File: src/rtl/tssu_pkg.sv
// Package for the triangle scanline span unit: widths, register codes and the
// side-band record that travels beside the divider chains. No dependencies.
`default_nettype none

package tssu_pkg;

	localparam int COORD_BITS = 16;
	localparam int CW         = COORD_BITS;
	localparam int NUM_W      = 2 * CW;
	localparam int EXT_W      = (CW > 12) ? CW : 12;
	localparam int CFG_W      = 13;
	localparam int IDX_W      = 2;

	localparam logic [IDX_W-1:0] REG_FRAME_WIDTH  = 2'd0;
	localparam logic [IDX_W-1:0] REG_FRAME_HEIGHT = 2'd1;

	localparam logic [CFG_W-1:0] FRAME_WIDTH_RST  = 13'd640;
	localparam logic [CFG_W-1:0] FRAME_HEIGHT_RST = 13'd480;

	typedef struct packed {
		logic [11:0]    row;
		logic [7:0]     red;
		logic [7:0]     green;
		logic [7:0]     blue;
		logic           live;
		logic           bottom;
		logic [CW-1:0]  hb;
		logic [CW-1:0]  hbt;
		logic [NUM_W-1:0] x2t;
		logic [CW-1:0]  eb;
	} tssu_side_t;

endpackage

`default_nettype wire

File: src/rtl/tssu_div_cell.sv
// One restoring-division cell: produces one quotient bit per beat.
// Depends on tssu_pkg.
`default_nettype none

module tssu_div_cell (
	input  wire                     clk,
	input  wire                     arst_n,
	input  wire                     in_valid,
	output logic                    in_ready,
	input  wire [tssu_pkg::CW-1:0]  in_rem,
	input  wire [tssu_pkg::CW-1:0]  in_word,
	input  wire [tssu_pkg::CW-1:0]  in_div,
	input  wire tssu_pkg::tssu_side_t in_side,
	output logic                    out_valid,
	input  wire                     out_ready,
	output logic [tssu_pkg::CW-1:0] out_rem,
	output logic [tssu_pkg::CW-1:0] out_word,
	output logic [tssu_pkg::CW-1:0] out_div,
	output tssu_pkg::tssu_side_t    out_side
);
	import tssu_pkg::*;

	logic [CW:0] trial;
	logic [CW:0] diff;
	logic        ge;
	logic        valid_q;
	logic [CW-1:0] rem_q, word_q, div_q;
	tssu_side_t  side_q;

	// The word holds the numerator bits still to come at the top and the
	// quotient bits already found at the bottom.
	assign trial = {in_rem, in_word[CW-1]};
	assign ge    = trial >= {1'b0, in_div};
	assign diff  = trial - {1'b0, in_div};

	assign in_ready = !valid_q || out_ready;

	always_ff @(posedge clk or negedge arst_n) begin
		if (!arst_n) begin
			valid_q <= 1'b0;
		end else if (in_ready) begin
			valid_q <= in_valid;
		end
	end

	always_ff @(posedge clk) begin
		if (in_ready && in_valid) begin
			rem_q  <= ge ? diff[CW-1:0] : trial[CW-1:0];
			word_q <= {in_word[CW-2:0], ge};
			div_q  <= in_div;
			side_q <= in_side;
		end
	end

	assign out_valid = valid_q;
	assign out_rem   = rem_q;
	assign out_word  = word_q;
	assign out_div   = div_q;
	assign out_side  = side_q;

endmodule

`default_nettype wire

File: src/rtl/tssu_div_chain.sv
// Row of division cells, one quotient bit per cell, for quotients that fit
// in CW bits. Depends on tssu_pkg and tssu_div_cell.
`default_nettype none

module tssu_div_chain (
	input  wire                        clk,
	input  wire                        arst_n,
	input  wire                        in_valid,
	output logic                       in_ready,
	input  wire [tssu_pkg::NUM_W-1:0]  in_num,
	input  wire [tssu_pkg::CW-1:0]     in_div,
	input  wire tssu_pkg::tssu_side_t  in_side,
	output logic                       out_valid,
	input  wire                        out_ready,
	output logic [tssu_pkg::CW-1:0]    out_quo,
	output tssu_pkg::tssu_side_t       out_side
);
	import tssu_pkg::*;

	logic          vld  [0:CW];
	logic          rdy  [0:CW];
	logic [CW-1:0] rem  [0:CW];
	logic [CW-1:0] word [0:CW];
	logic [CW-1:0] dv   [0:CW];
	tssu_side_t    sd   [0:CW];

	// The quotient fits in CW bits, so the upper half of the numerator is
	// already below the divisor and serves as the first remainder.
	assign vld[0]  = in_valid;
	assign in_ready = rdy[0];
	assign rem[0]  = in_num[NUM_W-1:CW];
	assign word[0] = in_num[CW-1:0];
	assign dv[0]   = in_div;
	assign sd[0]   = in_side;

	for (genvar i = 0; i < CW; i++) begin : g_cell
		tssu_div_cell u_cell (
			.clk      (clk),
			.arst_n   (arst_n),
			.in_valid (vld[i]),
			.in_ready (rdy[i]),
			.in_rem   (rem[i]),
			.in_word  (word[i]),
			.in_div   (dv[i]),
			.in_side  (sd[i]),
			.out_valid(vld[i+1]),
			.out_ready(rdy[i+1]),
			.out_rem  (rem[i+1]),
			.out_word (word[i+1]),
			.out_div  (dv[i+1]),
			.out_side (sd[i+1])
		);
	end

	assign rdy[CW]   = out_ready;
	assign out_valid = vld[CW];
	assign out_quo   = word[CW];
	assign out_side  = sd[CW];

endmodule

`default_nettype wire

File: config.mk
export PLATFORM = sky130hd
export DESIGN_NAME = tssu_div_chain
export DESIGN_NICKNAME = d
export VERILOG_FILES = /design/src/rtl/tssu_pkg.sv /design/src/rtl/tssu_div_cell.sv /design/src/rtl/tssu_div_chain.sv
export SDC_FILE = /design/constraint.sdc
export NUM_CORES = 2
export LEC_CHECK = 0
export BUFFER_PORTS_ARGS = -buffer_cell sky130_fd_sc_hd__buf_2
export CAP_MARGIN = 20
export CORE_MARGIN = 2
export CORE_UTILIZATION = 69
export CTS_BUF_LIST = sky130_fd_sc_hd__clkbuf_4
export DETAILED_ROUTE_END_ITERATION = 10
export MAX_ROUTING_LAYER = met4
export PLACE_DENSITY_LB_ADDON = 0.1
export SYNTH_ARGS = -nofsm -noshare
export SYNTH_HDL_FRONTEND = slang
export SYNTH_SLANG_ARGS = --single-unit
File: constraint.sdc
create_clock -name clk -period 39.6 [get_ports clk]
set_input_delay 0 -clock clk [delete_from_list [all_inputs] [get_ports clk]]
set_output_delay 0 -clock clk [all_outputs]
set_load 0.005 [all_outputs]
# After elaboration in Yosys (flattened, before gate mapping)
# Cells that the tools add are included.
# Widths: inputs -> output; s select.
[word_totals]
word_cells = 316
ff_bits = 2640
[op_classes]
n_addsub = 15
magnitude_cmp = 16
n_mux = 15
n_reduce_logical = 48
[op_table]
columns = ["cell", "count"]
rows = [
  ["$ge 17x16->1", 16],
  ["$mux 16", 15],
  ["$sub 16x16->16", 15],
  ["$logic_and 1x1->1", 16],
  ["$logic_not 1->1", 16],
  ["$logic_or 1x1->1", 16],
]

# Logic depth before layout (Yosys ltp)
[depth]
ltp_word = 18
ltp_mapped = 12

# Cells and area by module
# A second synthesis with hierarchy kept.
[unflattened]
hier_cells = 5256
area_unflattened_um2 = 99322.8
[modules_own_cells]
columns = ["mod", "seq_area_each_um2", "area_per_inst_um2", "cells_each", "n_inst"]
rows = [
  ["tssu_div_cell at g_cell[12].u_cell ...", 5009.8, 6198.4, 328, 9],
  ["tssu_div_cell at g_cell[0].u_cell ...", 5009.8, 6208.5, 329, 5],
  ["tssu_div_cell at g_cell[15].u_cell", 5009.8, 6307.3, 331, 1],
  ["tssu_div_cell at g_cell[11].u_cell", 5009.8, 6187.2, 328, 1],
]

# Least setup slack after synthesis
# No wires, ideal clock.
[synth_path]
path_type = "reg-to-reg"
from = "register g_cell[14].u_cell.valid_q"
to = "register g_cell[5].u_cell.div_q[0], enable pin"
path_buffers = 0
stages_incl_launch_ff = 6
required_time_ps = 38654
arrival_ps = 13015
setup_time_ps = 946
path_slack_ps = 25639
cell_sequence = "dfrtp_1 and4b_1 and3_1 nand3_1 nor2_1 a21boi_0"
[synth_via]
elab_chain_cells = 12
[synth_lines]
columns = ["element", "line_no", "text"]
rows = [
  ["start, declared", "tssu_div_cell.sv:26", "logic valid_q;"],
  ["start signal, assigned", "tssu_div_cell.sv:42", "valid_q <= in_valid;"],
  ["$logic_not 1->1", "tssu_div_cell.sv:36", "assign in_ready = !valid_q || out_ready;"],
  ["$logic_or 1x1->1 (10 in a row)", "tssu_div_cell.sv:36", ""],
  ["$logic_and 1x1->1", "tssu_div_cell.sv:47", "if (in_ready && in_valid) begin"],
  ["end signal, assigned", "tssu_div_cell.sv:50", "div_q <= in_div;"],
  ["end, declared", "tssu_div_cell.sv:27", "logic [CW-1:0] rem_q, word_q, div_q;"],
]
# No other way between the ends.
# A chain may end at the register's enable or synchronous reset.

# Final worst setup path
[layout_path]
from = "input port in_div[6] (netlist name)"
to = "register g_cell[0].u_cell.rem_q[2], data pin"
[layout_via]
elab_chain_cells = 2
[layout_lines]
columns = ["element", "line_no", "text"]
rows = [
  ["start, declared", "tssu_div_chain.sv:11", "input wire [tssu_pkg::CW-1:0] in_div,"],
  ["$ge 17x16->1", "tssu_div_cell.sv:33", "assign ge = trial >= {1'b0, in_div};"],
  ["$mux 16", "tssu_div_cell.sv:48", "rem_q <= ge ? diff[CW-1:0] : trial[CW-1:0];"],
  ["end signal, assigned", "tssu_div_cell.sv:48", ""],
  ["end, declared", "tssu_div_cell.sv:27", ""],
]
# No other way between the ends.

==> results.py <==
metrics = {
    "sta": {
        "drv_slew": 0,
        "clock_skew_ns": 0.125,
        "fin_ws_ns": 35.28,
        "worstMarginPinSlew_ns": 1.22,
        "fin_crit_sh": 0.109,
        "finalCriticalPeriod_ns": 4.32,
        "rsz0062_at_grt": "false",
        "setup_viol": 0,
        "hold_viol": 0,
        "setup_tns_ns": 0,
        "fmax_ghz": 0.231,
        "relSlewSlack": 0.184,
    },
    "pwr": {
        "ir_drop_mv": 0.0515,
        "finalPower_w": 0.00797,
        "cell_internal_pwr_w": 0.00557,
        "power_leakage_nw": 42.0,
        "power_density_mw_per_mm2": 71.3,
        "p_seq_frac": 0.505,
        "pwr-share-clk": 0.286,
        "switchingPower_w": 0.00240,
        "switching_share": 0.301,
        "combPwrFrac": 0.209,
    },
    "critical_path": {
        "worstReg2RegStart": "g_cell[14].u_cell.out_valid$_DFFE_PN0P_",
        "crit_start": "in_div[6]",
        "startpoint_type": "input pin",
        "r2r_slack_ns": 35.37,
        "end_kind": "flip-flop",
        "crit_arrival_ns": 5.39,
        "cp.required_ns": 40.67,
        "endpoint": "g_cell[0].u_cell.out_rem[2]$_DFFE_PP_",
        "cp_max_fo": 27,
        "r2r_cells": 8,
        "crit_type": "input pin to flip-flop",
        "reg2reg_to": "g_cell[2].u_cell.out_div[10]$_DFFE_PP_",
    },
    "floorplan": {
        "die_area_mm2": 0.141,
        "placementRows": 136,
        "core_mm2": 0.137,
        "die_y_um": 375,
        "die_w_um": 375,
        "start_util": 0.693,
        "io_pins": 306,
    },
    "clock_network": {
        "cts_resized": 0,
        "cts_root_buf": "clkbuf_4",
        "cts_buffers": 627,
        "hold_buffers": 504,
        "cts_max_level": 6,
        "clock_sinks": 2640,
        "cts_tree": "done",
        "post_cts.repair.setup_buffers": 0,
        "clkTransAtPathRegs_ns": 0.08,
        "clk_latency_ns": 1.38,
        "cts_buffer_depth": 4,
    },
    "run": {
        "cap_viol_max_count": 0,
    },
    "routing": {
        "drt_iter0_drc": 5764,
        "topRoutingLayerUsed": "met4",
        "m1WireLength_mm": 75.2,
        "wirelength_mm": 221,
        "wl_met2_mm": 118,
        "dr_total_vias": 51285,
        "antenna_left": 0,
        "dr.pass1.iters": 6,
        "dr_wl_met3_mm": 16.7,
        "viasPerCell": 5.89,
        "wl_per_cell_um": 25.4,
        "drc_errors": 0,
    },
    "place": {
        "place_congestion": 0.906,
        "hpwl_mm": 108,
        "preCtsSetupSlack_ns": 35.32,
        "port_buffers": 305,
    },
    "synthesis": {
        "synth_area_mm2": 0.0949,
        "ys_ff_latch": 2640,
        "syn_inst": 5030,
        "synthesis.area_per_instance_um2": 18.9,
        "synth_warnings": 0,
        "synth-compound-area-share": 0.0488,
        "synthArstFlopShare": 0.00606,
        "ys.flop_type": "edfxtp_1",
        "synthSimpleGateAreaFrac": 0.0385,
        "seq_area_frac_synth": 0.835,
        "synthMuxAreaShare": 0.00955,
        "synth_cell_types": 79,
        "syn_nets": 5471,
        "synth_top_family_by_area": "compound AO/OA/AOI/OAI gates",
        "synth_fa_ha_area_frac": 0.0369,
        "synth-edff-count": 2624,
        "synthXorXnorAreaFrac": 0.0154,
    },
    "global_route": {
        "grt.total_usage": 0.327,
        "overflow": 0,
        "grt_pass1_vias": 53527,
        "grt_max_degree": 89,
        "antenna_found_initial": 9,
        "grt_pass1_wl_mm": 325,
    },
    "status": {
        "status": "complete, no violations",
    },
    "cells_and_area": {
        "fin_util": 0.817,
        "drive_gt1_frac": 0.210,
        "fill_cells": 6376,
        "final_nets": 6923,
        "area_growth_pct": 17.9,
    },
    "hold_path": {
        "min_path_type": "input pin to flip-flop",
    },
}
[power by group through the flow]
stage	Clock, W	Combinational [W]	Sequential [W]
after CTS	0.00218	0.00162	0.00400
after floorplan	0	0.00117	0.00400
after detailed placement	0	0.00157	0.00405
after global placement	0	0.00153	0.00403
after global routing	0.00243	0.00184	0.00406
final	0.00228	0.00167	0.00403
[worst min path at each step]
stage / start / end / slack [ns] / depth (start not counted)
after floorplan: arst_n / g_cell[0].u_cell.out_valid$_DFFE_PN0P_ / -0.30 / 0
after global placement: arst_n / g_cell[15].u_cell.out_valid$_DFFE_PN0P_ / -0.04 / 1
after detailed placement: arst_n / g_cell[14].u_cell.out_valid$_DFFE_PN0P_ / -0.02 / 1
after CTS: in_side[75] / g_cell[0].u_cell.out_side[75]$_DFFE_PP_ / 0.004 / 3
after global routing: in_side[75] / g_cell[0].u_cell.out_side[75]$_DFFE_PP_ / 0.05 / 3
final: in_side[75] / g_cell[0].u_cell.out_side[75]$_DFFE_PP_ / 0.14 / 3
[per-stage QoR]
stage | std cells | hold WS (ns) | area (µm²)
after floorplan | 5030 | -0.296 | 94900
after global placement | 7135 | -0.0360 | 98900
after detailed placement | 7136 | -0.0248 | 98900
after CTS | 8686 | 0.00438 | 112000
after global routing | 8702 | 0.0514 | 112000
final | 8703 | 0.135 | 112000
[critical path, stage by stage]
cell	delay (ns)
dlygate4sd3_1	0.56
dlygate4sd3_1	0.56
buf_2	0.11
dlygate4sd3_1	0.58
inv_1	0.06
ha_1	0.36
a21oi_1	0.45
o21a_1	0.22
o21bai_1	0.11
a221oi_2	0.51
o211ai_2	0.15
buf_4	0.30
nor2_1	0.18
dlygate4sd3_1	0.58
a21oi_1	0.05
dlygate4sd3_1	0.61
[logic make-up (layout without fill, tap and decap cells)]
| logic type | count (synthesis) | after routing |
|---|---|---|
| muxes | 79 | 79 |
| adders and majority gates | 271 | 271 |
| DFF | 2640 | 2640 |
| other | 0 | 10 |
| AOI/OAI and AO/OA | 709 | 709 |
| and+or+nand+nor | 768 | 768 |
| xor gates and xnor gates | 167 | 167 |
| buffers and inverters | 396 | 2265 |
[flip-flops by register name, indices dropped and copies added, names as in the netlist]
name,count
g_cell.u_cell.out_div,240
g_cell.u_cell.out_word,256
g_cell.u_cell.out_valid,16
g_cell.u_cell.out_rem,240
g_cell.u_cell.out_side,1888
[cells in the final DEF, fill, tap and decap left out, drive strengths merged, types with 22 or more instances in the layout]
cell type,Yosys,final
a211oi,33,33
a21o,51,51
a21oi,248,248
a31oi,26,26
buf,21,362
clkbuf,22,913
clkinv,0,112
dlygate4sd3,0,504
edfxtp,2624,2624
ha,256,256
inv,353,361
mux2,68,68
nand2,166,166
nand2b,71,71
nand3,73,73
nand4,22,22
nor2,265,265
nor3,44,44
o21a,39,39
o21ai,158,158
o21bai,22,22
xnor2,81,81
xor2,86,86
[synthesized netlist by cell type, drive strengths merged (7+ instances only)]
cell	n	area (µm²)
xnor2	81	709
nand4	22	138
and2	17	106
nor2b	20	125
or3	9	56.3
o21ba	9	90.1
a22oi	9	67.6
o21bai	22	165
mux2i	11	110
xor2	86	753
edfxtp	2624	78800
o21ai	158	802
nor3	44	220
mux2	68	796
a21o	51	383
nand2b	71	444
ha	256	3200
and4	8	70.1
o21a	39	293
nor4	20	125
a2111oi	10	150
o211ai	16	165
clkbuf	22	83.8
o311ai	14	123
buf	21	133
dfrtp	16	400
a31oi	26	169
and3	15	93.8
o31ai	8	60.1
a211oi	33	260
inv	353	1330
a21boi	7	52.6
fa	15	300
nand3	73	365
a21oi	248	1240
nand2	166	623
nand3b	16	120
nor2	265	997
a221oi	13	183
[per-layer routing]
metal  GRT usage  up-vias
li1            -    22554
met1       0.369    24838
met2       0.567     3168
met3      0.0574      725
met4       0.156        0
met5           -        -
[area by class of cell]
type,instances,area [µm²],area share
Multi-Input combinational cell,1994,14200,0.127
Clock buffer,913,6850,0.0612
Antenna cell,10,25.0,0.000224
Inverter,353,1330,0.0118
Sequential cell,2640,79200,0.708
Clock inverter,133,868,0.00776
Timing Repair Buffer,866,7160,0.0640
Tap cell,1794,2240,0.0201
Power figures use the tool's default switching activity.
